--- src/rtl/kea_pkg.sv ---
// shared constants and tables for the kepler eccentric anomaly solver
`timescale 1ns / 1ps
package kea_pkg;

  // pi in Q3.61, source of the angle-format pi
  localparam logic [63:0] PI_Q61          = 64'h6487ED5110B4611A;
  localparam longint      PI_Q30          = 64'd3373259426;
  localparam longint      HALF_PI_Q30     = 64'd1686629713;
  localparam longint      CORDIC_GAIN_Q30 = 64'd652032874;
  localparam longint      ONE_Q30         = 64'd1073741824;
  localparam int          CORDIC_STEPS    = 30;
  localparam logic [15:0] ECC_START_LIMIT = 16'd52429;

  // cordic working widths, q.30
  localparam int CXW = 34;
  localparam int CAW = 36;

  // configuration register indexes
  localparam logic CFG_ITER_LIMIT = 1'b0;
  localparam logic CFG_TOLERANCE  = 1'b1;

  function automatic logic [29:0] atan_q30(input logic [4:0] idx);
    logic [29:0] v;
    case (idx)
      5'd0:  v = 30'd843314857;
      5'd1:  v = 30'd497837829;
      5'd2:  v = 30'd263043837;
      5'd3:  v = 30'd133525159;
      5'd4:  v = 30'd67021687;
      5'd5:  v = 30'd33543516;
      5'd6:  v = 30'd16775851;
      5'd7:  v = 30'd8388437;
      5'd8:  v = 30'd4194283;
      5'd9:  v = 30'd2097149;
      default: v = (idx < 5'd30) ? (30'd1 << (5'd30 - idx)) : 30'd0;
    endcase
    return v;
  endfunction

endpackage

--- src/rtl/kea_cordic.sv ---
// iterative rotation-mode cordic giving sine and cosine of an angle
`timescale 1ns / 1ps
module kea_cordic #(
  parameter int ANGLE_WIDTH = 32
) (
  input  logic                          clk,
  input  logic                          rst_n,
  input  logic                          start,
  input  logic signed [ANGLE_WIDTH-1:0] angle,
  output logic                          done,
  output logic signed [ANGLE_WIDTH-1:0] sin_out,
  output logic signed [ANGLE_WIDTH-1:0] cos_out
);
  import kea_pkg::*;

  localparam int F    = ANGLE_WIDTH - 4;
  localparam int SH_R = (F >= 30) ? F - 30 : 0;
  localparam int SH_L = (F < 30) ? 30 - F : 0;

  localparam logic signed [CAW-1:0] PI_C      = CAW'(PI_Q30);
  localparam logic signed [CAW-1:0] TWO_PI_C  = CAW'(2 * PI_Q30);
  localparam logic signed [CAW-1:0] HALF_PI_C = CAW'(HALF_PI_Q30);
  localparam logic signed [CXW-1:0] ONE_C     = CXW'(ONE_Q30);

  typedef enum logic [2:0] {C_IDLE, C_FOLD, C_HALF, C_ROT, C_OUT} cst_t;

  cst_t                   st_r;
  logic signed [CAW-1:0]  a_r;
  logic signed [CXW-1:0]  x_r, y_r;
  logic [4:0]             i_r;
  logic                   neg_r;
  logic                   done_r;
  logic signed [ANGLE_WIDTH-1:0] sin_r, cos_r;

  logic signed [63:0]     ang64, sx64, cx64;
  logic signed [CAW-1:0]  a_in;
  logic signed [CAW-1:0]  at;
  logic signed [CXW-1:0]  xs, ys, xc, yc;

  always_comb begin
    ang64 = 64'(angle);
    a_in  = CAW'((ang64 >>> SH_R) <<< SH_L);
    at    = CAW'({1'b0, atan_q30(i_r)});
    xs    = x_r >>> i_r;
    ys    = y_r >>> i_r;
    // clamp to unit range, negate cos when folded
    if (x_r > ONE_C) xc = ONE_C;
    else if (x_r < -ONE_C) xc = -ONE_C;
    else xc = x_r;
    if (y_r > ONE_C) yc = ONE_C;
    else if (y_r < -ONE_C) yc = -ONE_C;
    else yc = y_r;
    if (neg_r) xc = -xc;
    sx64 = (64'(yc) <<< SH_R) >>> SH_L;
    cx64 = (64'(xc) <<< SH_R) >>> SH_L;
  end

  always_ff @(posedge clk) begin
    if (!rst_n) begin
      st_r   <= C_IDLE;
      done_r <= 1'b0;
    end else begin
      done_r <= (st_r == C_OUT);
      unique case (st_r)
        C_IDLE: begin
          if (start) begin
            a_r  <= a_in;
            st_r <= C_FOLD;
          end
        end
        C_FOLD: begin
          if (a_r > PI_C) a_r <= a_r - TWO_PI_C;
          else if (a_r < -PI_C) a_r <= a_r + TWO_PI_C;
          else st_r <= C_HALF;
        end
        C_HALF: begin
          neg_r <= (a_r > HALF_PI_C) || (a_r < -HALF_PI_C);
          if (a_r > HALF_PI_C) begin
            a_r <= PI_C - a_r;
          end else if (a_r < -HALF_PI_C) begin
            a_r <= -PI_C - a_r;
          end
          x_r  <= CXW'(CORDIC_GAIN_Q30);
          y_r  <= '0;
          i_r  <= '0;
          st_r <= C_ROT;
        end
        C_ROT: begin
          if (a_r >= 0) begin
            x_r <= x_r - ys;
            y_r <= y_r + xs;
            a_r <= a_r - at;
          end else begin
            x_r <= x_r + ys;
            y_r <= y_r - xs;
            a_r <= a_r + at;
          end
          i_r <= i_r + 5'd1;
          if (i_r == 5'(CORDIC_STEPS - 1)) st_r <= C_OUT;
        end
        C_OUT: begin
          sin_r  <= ANGLE_WIDTH'(sx64);
          cos_r  <= ANGLE_WIDTH'(cx64);
          st_r   <= C_IDLE;
        end
        default: st_r <= C_IDLE;
      endcase
    end
  end

  assign done    = done_r;
  assign sin_out = sin_r;
  assign cos_out = cos_r;

endmodule

--- src/rtl/kea_div.sv ---
// restoring bit-serial divider for the newton step, saturating at 32
`timescale 1ns / 1ps
module kea_div #(
  parameter int ANGLE_WIDTH = 32
) (
  input  logic                     clk,
  input  logic                     rst_n,
  input  logic                     start,
  input  logic [ANGLE_WIDTH+1:0]   num,
  input  logic [ANGLE_WIDTH-3:0]   den,
  output logic                     done,
  output logic [ANGLE_WIDTH+1:0]   quot
);
  localparam int F     = ANGLE_WIDTH - 4;
  localparam int NW    = ANGLE_WIDTH + 2;
  localparam int RW    = F + 2;
  localparam int QW    = F + 5;
  localparam int STEPS = NW + F;
  localparam int CNTW  = $clog2(STEPS + 1);

  logic            busy_r, done_r, big_r;
  logic [NW-1:0]   nsh_r;
  logic [RW-1:0]   r_r, d_r;
  logic [QW-1:0]   q_r;
  logic [CNTW-1:0] cnt_r;
  logic [NW-1:0]   quot_r;

  logic [RW:0]     rs;
  logic            fit;

  always_comb begin
    rs  = {r_r, nsh_r[NW-1]};
    fit = rs >= {1'b0, d_r};
  end

  always_ff @(posedge clk) begin
    if (!rst_n) begin
      busy_r <= 1'b0;
      done_r <= 1'b0;
    end else begin
      done_r <= busy_r && (cnt_r == CNTW'(STEPS - 1));
      if (start && !busy_r) begin
        busy_r <= 1'b1;
        nsh_r  <= num;
        d_r    <= den;
        r_r    <= '0;
        q_r    <= '0;
        big_r  <= 1'b0;
        cnt_r  <= '0;
      end else if (busy_r) begin
        nsh_r <= {nsh_r[NW-2:0], 1'b0};
        r_r   <= fit ? RW'(rs - {1'b0, d_r}) : RW'(rs);
        q_r   <= {q_r[QW-2:0], fit};
        big_r <= big_r | q_r[QW-1];
        cnt_r <= cnt_r + CNTW'(1);
        if (cnt_r == CNTW'(STEPS - 1)) begin
          busy_r <= 1'b0;
        end
      end
      if (done_r) begin
        // integer part of 32 or more saturates the step
        quot_r <= big_r ? (NW'(1) << (F + 5)) : NW'(q_r);
      end
    end
  end

  // result is registered in the cycle after internal done; done is delayed to match
  logic done_d_r;
  always_ff @(posedge clk) begin
    if (!rst_n) done_d_r <= 1'b0;
    else        done_d_r <= done_r;
  end

  assign done = done_d_r;
  assign quot = quot_r;

endmodule

--- src/rtl/kepler_eccentric_anomaly.sv ---
// top level: newton solver for the kepler equation E - e*sin(E) = M
//
// usage
//   input channel in_valid/in_ready carries mean anomaly (signed q4.F, F =
//   ANGLE_WIDTH-4) and eccentricity (unsigned q0.16). one transfer gives
//   exactly one result on out_valid/out_ready: eccentric anomaly, number of
//   newton updates and a converged flag.
//   config channel cfg_valid/cfg_ready (always ready) writes iteration_limit
//   (index 0) and tolerance (index 1); write only while idle.
// flow
//   one item at a time. M is first reduced into range, then each newton
//   update runs the shared cordic (fold plus 30 rotations), the shared
//   multiplier and the serial divider, plus sequencer states; up to 15
//   updates per item. at ANGLE_WIDTH 32 the divider is the longest part.
// reset
//   rst_n synchronous active low; clears the sequencer, output valid and sets
//   iteration_limit to 15, tolerance to 64.
// stalls
//   the result sits in an output register; a new item is taken while it waits,
//   and the solver holds its finished result until the output register frees.
`timescale 1ns / 1ps
module kepler_eccentric_anomaly #(
  parameter int ANGLE_WIDTH = 32
) (
  input  logic                          clk,
  input  logic                          rst_n,
  input  logic                          in_valid,
  output logic                          in_ready,
  input  logic signed [ANGLE_WIDTH-1:0] in_mean_anomaly,
  input  logic [15:0]                   in_eccentricity,
  output logic                          out_valid,
  input  logic                          out_ready,
  output logic signed [ANGLE_WIDTH-1:0] out_eccentric_anomaly,
  output logic [3:0]                    out_iterations_used,
  output logic                          out_converged,
  input  logic                          cfg_valid,
  output logic                          cfg_ready,
  input  logic                          cfg_index,
  input  logic [31:0]                   cfg_data
);
  import kea_pkg::*;

  localparam int AW = ANGLE_WIDTH;
  localparam int F  = AW - 4;
  localparam logic [63:0] PI_F_U = (PI_Q61 + (64'd1 << (60 - F))) >> (61 - F);
  localparam logic signed [AW:0]   PI_F   = (AW + 1)'(PI_F_U);
  localparam logic signed [AW:0]   TWO_PI = (AW + 1)'(2 * PI_F_U);
  localparam logic signed [AW+1:0] ONE_F  = (AW + 2)'(64'd1 << F);
  localparam logic signed [AW+2:0] SAT_HI = (AW + 3)'((64'd1 << (AW - 1)) - 64'd1);
  localparam logic signed [AW+2:0] SAT_LO = -SAT_HI - (AW + 3)'(1);

  typedef enum logic [3:0] {
    S_IDLE, S_REDUCE, S_SC, S_SC_WAIT, S_MUL_S, S_MUL_C,
    S_DIV, S_DIV_WAIT, S_UPD, S_DONE
  } st_t;

  st_t                   st_r;
  logic [3:0]            limit_r;
  logic [27:0]           tol_r;
  logic signed [AW:0]    m_r;
  logic [15:0]           e_r;
  logic signed [AW-1:0]  ea_r;
  logic signed [AW+1:0]  f_r;
  logic signed [AW+16:0] prod_r;
  logic [3:0]            cnt_r;
  logic                  conv_r;
  logic                  out_valid_r;
  logic signed [AW-1:0]  out_ea_r;
  logic [3:0]            out_cnt_r;
  logic                  out_conv_r;

  logic                  sc_done, div_done;
  logic signed [AW-1:0]  sin_v, cos_v;
  logic [AW+1:0]         quot;

  logic signed [AW+16:0] prod_nxt;
  logic signed [AW:0]    ep;
  logic signed [AW+1:0]  f_nxt, d_full;
  logic [AW+1:0]         n_abs;
  logic signed [AW+2:0]  ea_sum;
  logic signed [AW-1:0]  ea_nxt;
  logic [3:0]            limit_eff, cnt_nxt;
  logic                  tol_ok;

  always_comb begin
    // shared multiplier: e times sine, then e times cosine
    prod_nxt  = $signed({1'b0, e_r}) * ((st_r == S_MUL_S) ? sin_v : cos_v);
    ep        = prod_r[AW+16:16];
    f_nxt     = (AW + 2)'(ea_r) - (AW + 2)'(ep) - (AW + 2)'(m_r);
    d_full    = ONE_F - (AW + 2)'(ep);
    n_abs     = f_r[AW+1] ? (AW + 2)'(-f_r) : (AW + 2)'(f_r);
    ea_sum    = f_r[AW+1] ? (AW + 3)'(ea_r) + (AW + 3)'({1'b0, quot})
                          : (AW + 3)'(ea_r) - (AW + 3)'({1'b0, quot});
    if (ea_sum > SAT_HI) ea_nxt = AW'(SAT_HI);
    else if (ea_sum < SAT_LO) ea_nxt = AW'(SAT_LO);
    else ea_nxt = AW'(ea_sum);
    limit_eff = (limit_r == 4'd0) ? 4'd1 : limit_r;
    cnt_nxt   = cnt_r + 4'd1;
    tol_ok    = 64'(n_abs) <= 64'(tol_r);
  end

  kea_cordic #(.ANGLE_WIDTH(AW)) u_cordic (
    .clk     (clk),
    .rst_n   (rst_n),
    .start   (st_r == S_SC),
    .angle   (ea_r),
    .done    (sc_done),
    .sin_out (sin_v),
    .cos_out (cos_v)
  );

  kea_div #(.ANGLE_WIDTH(AW)) u_div (
    .clk   (clk),
    .rst_n (rst_n),
    .start (st_r == S_DIV),
    .num   (n_abs),
    .den   (d_full[AW-3:0]),
    .done  (div_done),
    .quot  (quot)
  );

  always_ff @(posedge clk) begin
    if (!rst_n) begin
      st_r        <= S_IDLE;
      limit_r     <= 4'd15;
      tol_r       <= 28'd64;
      out_valid_r <= 1'b0;
    end else begin
      if (cfg_valid) begin
        unique case (cfg_index)
          CFG_ITER_LIMIT: limit_r <= cfg_data[3:0];
          CFG_TOLERANCE:  tol_r   <= cfg_data[27:0];
          default: ;
        endcase
      end
      if (out_valid_r && out_ready && st_r != S_DONE) out_valid_r <= 1'b0;
      unique case (st_r)
        S_IDLE: begin
          if (in_valid) begin
            m_r   <= (AW + 1)'(in_mean_anomaly);
            e_r   <= in_eccentricity;
            cnt_r <= '0;
            st_r  <= S_REDUCE;
          end
        end
        S_REDUCE: begin
          // bring M into [0, 2*pi)
          if (m_r < 0) m_r <= m_r + TWO_PI;
          else if (m_r >= TWO_PI) m_r <= m_r - TWO_PI;
          else begin
            ea_r <= (e_r < ECC_START_LIMIT) ? AW'(m_r) : AW'(PI_F);
            st_r <= S_SC;
          end
        end
        S_SC:      st_r <= S_SC_WAIT;
        S_SC_WAIT: if (sc_done) st_r <= S_MUL_S;
        S_MUL_S: begin
          prod_r <= prod_nxt;
          st_r   <= S_MUL_C;
        end
        S_MUL_C: begin
          f_r    <= f_nxt;
          prod_r <= prod_nxt;
          st_r   <= S_DIV;
        end
        S_DIV:      st_r <= S_DIV_WAIT;
        S_DIV_WAIT: if (div_done) st_r <= S_UPD;
        S_UPD: begin
          ea_r   <= ea_nxt;
          cnt_r  <= cnt_nxt;
          conv_r <= tol_ok;
          if (cnt_nxt >= limit_eff || tol_ok) st_r <= S_DONE;
          else st_r <= S_SC;
        end
        S_DONE: begin
          if (!out_valid_r || out_ready) begin
            out_valid_r <= 1'b1;
            out_ea_r    <= ea_r;
            out_cnt_r   <= cnt_r;
            out_conv_r  <= conv_r;
            st_r        <= S_IDLE;
          end
        end
        default: st_r <= S_IDLE;
      endcase
    end
  end

  assign in_ready              = (st_r == S_IDLE);
  assign cfg_ready             = 1'b1;
  assign out_valid             = out_valid_r;
  assign out_eccentric_anomaly = out_ea_r;
  assign out_iterations_used   = out_cnt_r;
  assign out_converged         = out_conv_r;

  a_busy_after_accept: assert property (@(posedge clk) disable iff (!rst_n)
    in_valid && in_ready |=> !in_ready)
    else $error("solver still ready after taking an item");

  a_count_nonzero: assert property (@(posedge clk) disable iff (!rst_n)
    out_valid |-> out_iterations_used != 4'd0)
    else $error("result with no newton update");

  a_cordic_done_wait: assert property (@(posedge clk) disable iff (!rst_n)
    sc_done |-> st_r == S_SC_WAIT)
    else $error("cordic finished outside its wait state");

  a_div_done_wait: assert property (@(posedge clk) disable iff (!rst_n)
    div_done |-> st_r == S_DIV_WAIT)
    else $error("divider finished outside its wait state");

endmodule

--- config.mk ---
export PLATFORM = sky130hd
export DESIGN_NAME = kepler_eccentric_anomaly
export DESIGN_NICKNAME = d
export VERILOG_FILES = /design/src/rtl/kea_pkg.sv /design/src/rtl/kea_cordic.sv /design/src/rtl/kea_div.sv /design/src/rtl/kepler_eccentric_anomaly.sv
export SDC_FILE = /design/constraint.sdc
export NUM_CORES = 2
export LEC_CHECK = 0
export BUFFER_PORTS_ARGS = -buffer_cell sky130_fd_sc_hd__buf_2
export CELL_PAD_IN_SITES_DETAIL_PLACEMENT = 1
export CELL_PAD_IN_SITES_GLOBAL_PLACEMENT = 2
export CORE_UTILIZATION = 42
export DETAILED_ROUTE_END_ITERATION = 10
export PLACE_DENSITY = 0.81
export SLEW_MARGIN = 15
export SYNTH_ARGS = -nofsm -noshare
export SYNTH_HDL_FRONTEND = slang
export SYNTH_HIERARCHICAL = 1
export SYNTH_SLANG_ARGS = --single-unit
export TNS_END_PERCENT = 20
--- constraint.sdc ---
create_clock -name clk -period 10.2 [get_ports clk]
set_clock_uncertainty 0.15 [all_clocks]
set_input_delay 3.06 -clock clk [delete_from_list [all_inputs] [get_ports clk]]
set_output_delay 3.06 -clock clk [all_outputs]
set_load 0.1 [all_outputs]
==> impl_metrics.csv <==
group,metric,value,unit
run_status,outcome,"completed",
route,post_drt_wl_per_cell,23.8,um
clocking,postCtsHoldBufs,0,
clocking,clk_path_buf_depth,3,
synth,netlist_instances,7320,
critical_path,timing.rr.start,"st_r[3]$_SDFFE_PN0P_",
critical_path,crit_family,"adder cells",
synth,syn_avg_cell_area,9.09,um2
synth,synth-async-reset-ratio,0,%
route,wirelength,223,mm
critical_path,path_cells,"nor4b_2 -> buf_4 -> mux2_2 -> and2_1 -> fa_1 -> inv_1 -> fa_1 -> fa_1 -> inv_1 -> fa_1 -> fa_1 -> fa_1 -> ha_1 -> and4_1 -> nand2_1 -> o32a_1 -> a211oi_1 -> o21ai_0 -> o21ai_0 -> a21oi_1 -> xnor2_1",
synth,synth_ff_type,"edfxtp_1",
route,ant_nets,0,
grt,grt_pass1_vias,57900,
power,leakage,29.4,nW
clocking,cts_sinks,576,
placed_design,portBuffers,120,
die,die_h,400,um
clocking,cts_tree,"done",
route,vias,54900,
critical_path,critical_path_class,"flop to flop",
route,drt-vias-per-instance,5.86,
timing,hold_ws,0.308,ns
synth,synth_top_area_share,24.0,%
synth,synth_fp_nets,8335,
placed_design,gp_congestion,0.940,
die,core-area,157000,um2
timing,finalHoldViolations,0,
synth,synth_edf_count,532,
synth,yosys.area_share.simple,17.4,%
synth,synthTopCellsByCount,"nand2_1, inv_1, edfxtp_1, fa_1, nor2_1",
placed_design,dp_hpwl,171,mm
critical_path,path_buf_inv,3,
synth,synth_compound_area_share,15.6,%
power,p_per_area,233,nW/um2
synth,synth.largest_area_cell,"edfxtp_1",
synth,synthAdderAreaFrac,23.4,%
finish,finalNetCount,8257,
clocking,cts_buffers,73,
critical_path,critPathSlowestCell,"a211oi_1",
clocking,root_buffer,"clkbuf_16",
grt,grt_usage,27.9,%
clocking,clkLatencyLatePin,0.71,ns
timing,fmax,111,MHz
clocking,path_clk_slew,0.06,ns
finish,layout-drive-gt1-share,8.30,%
critical_path,cp.required,10.49,ns
critical_path,crit_fanout,32,
timing,finalCritPeriodShare,87.9,%
timing,tns,0,ns
synth,synth_top_family_by_area,"adder cells",
critical_path,startpoint_type,"flop",
finish,syn2layout_area_growth,7.80,%
critical_path,cp.depth,21,
grt,grt_pass1_wl,345,mm
die,row_count,145,
grt,overflow,0,
clocking,htreeDepth,3,
synth,synth.distinct_cells,107,
synth,synth.most_common_cell,"nand2_1",
critical_path,r2r_cells,21,
clocking,cts_resized,0,
critical_path,max_stage_delay,0.83,ns
critical_path,cp-startpoint,"st_r[3]$_SDFFE_PN0P_",
power,ir_worst_vdd,0.336,mV
synth,synth_area_leaders,"edfxtp_1, fa_1, ha_1, nand2_1, inv_1",
flow_run,cap_violations,0,
critical_path,cp-end-kind,"flop",
grt,grt_antenna_before_repair,13,
die,ioPinCount,126,
timing,setup_violations,0,
timing,worst_pin_slew,1.14,ns
die,die_area,160000,um2
finish,stdcell_area,71700,um2
placed_design,postPlaceCellArea,68900,um2
synth,synth.yosys.seq_area_share,25.3,%
timing,finalMaxSlewViolations,0,
synth,ys_seq_elements,576,
critical_path,rrSetupSlack,1.23,ns
critical_path,r2r_end,"prod_r[40]$_DFFE_PP_",
synth,synthesis.area,66500,um2
timing,relSlewSlack,24.1,%
timing,grt_setup_unrepaired,"false",
synth,synth_xor_area_share,6.64,%
synth,synth_mux_area_share,4.91,%
grt,grt_max_degree,74,
timing,fin_crit,8.97,ns
route,drtIter0Drc,3607,
critical_path,crit_path_end,"prod_r[40]$_DFFE_PP_",
synth,ys_warn_count,6,
critical_path,cpMostUsedCell,"fa_1",
critical_path,crit_arrival,9.26,ns
route,drtPass1Iterations,5,
die,die_w,400,um
clocking,post_cts_buffers,0,
die,floorplan.initialDensity,42.4,%
route,drc,0,
worst_hold_path,hold_class,"flop to flop",
==> where the power goes <==
group / internal (W) / total [W] / switching (W)
sequential: 0.00320 / 0.00338 / 0.000177
clock: 0.00179 / 0.00298 / 0.00119
combinational: 0.00422 / 0.0103 / 0.00610
total: 0.00922 / 0.0167 / 0.00747
==> per-stage QoR <==
stage / cells / power, W / setup slack (ns) / util, %
6_report: 9361 / 0.0167 / 1.23 / 45.7
5_1_grt: 9360 / 0.0182 / 0.762 / 45.7
2_1_floorplan: 7320 / 0.0109 / 2.06 / -
3_5_place_dp: 9224 / 0.0138 / 1.26 / 44.0
3_3_place_gp: 9224 / 0.0135 / 1.33 / 44.0
4_1_cts: 9359 / 0.0169 / 1.19 / 45.7
==> cell usage in the layout (no fill, tap or decap), drive strengths merged, types with 44 or more instances in the layout <==
cell type,count
nand2,869
inv,773
edfxtp,532
fa,526
nor2,448
ha,403
o21ai,366
a21oi,360
and2,341
xnor2,306
buf,214
xor2,198
a21o,152
nor3,110
nand3,100
mux2i,91
nor2b,86
clkbuf,85
a211oi,74
a31oi,73
mux4,73
nand4,68
mux2,63
nand2b,60
o31ai,58
and3,55
or3,54
o21a,45
or2,44
dfxtp,44
==> cell type report <==
type / count / area (um2)
Tap cell: 2058 / 2570
Clock inverter: 50 / 785
Sequential cell: 576 / 16900
Inverter: 770 / 2890
Antenna cell: 1 / 2.50
Clock buffer: 85 / 1940
Fill cell: 18200 / 85000
Multi-Input combinational cell: 5607 / 45300
Timing Repair Buffer: 214 / 1340
==> kinds of logic (layout without fill, tap and decap cells) <==
group                      Yosys count  count (layout)
AOI/OAI and AO/OA                 1573            1573
xor gates and xnor gates           504             504
adders and majority gates          929             929
buffers and inverters             1137            1119
DFF                                576             576
muxes                              227             227
other                                1               2
and+or+nand+nor                   2373            2373
==> sequential cells by signal (all words and copies together) (netlist names), 32 cells and up <==
name,cells
ea_r,32
f_r,34
m_r,33
out_eccentric_anomaly,32
prod_r,33
u_cordic/a_r,36
u_cordic/cos_out,32
u_cordic/sin_out,32
u_cordic/x_r,34
u_cordic/y_r,34
u_div/nsh_r,34
u_div/q_r,33
u_div/quot,34
==> metal layers <==
| layer | wire (um) | global-route usage (%) |
|---|---|---|
| met5 | 13 | 0 |
| met4 | 7140 | 9.00 |
| met3 | 11600 | 3.51 |
| met2 | 107000 | 47.1 |
| met1 | 96900 | 37.0 |
==> worst min path at each step <==
stage                                 from                       to  slack (ns)  cells past startpoint
final                     conv_r$_DFFE_PP_  out_converged$_DFFE_PP_        0.31                      0
after CTS                 conv_r$_DFFE_PP_  out_converged$_DFFE_PP_        0.31                      0
after global routing      conv_r$_DFFE_PP_  out_converged$_DFFE_PP_        0.32                      0
after detailed placement  conv_r$_DFFE_PP_  out_converged$_DFFE_PP_        0.30                      0
after floorplan           conv_r$_DFFE_PP_  out_converged$_DFFE_PP_        0.25                      0
after global placement    conv_r$_DFFE_PP_  out_converged$_DFFE_PP_        0.27                      0
Power figures use the tool's default switching activity.
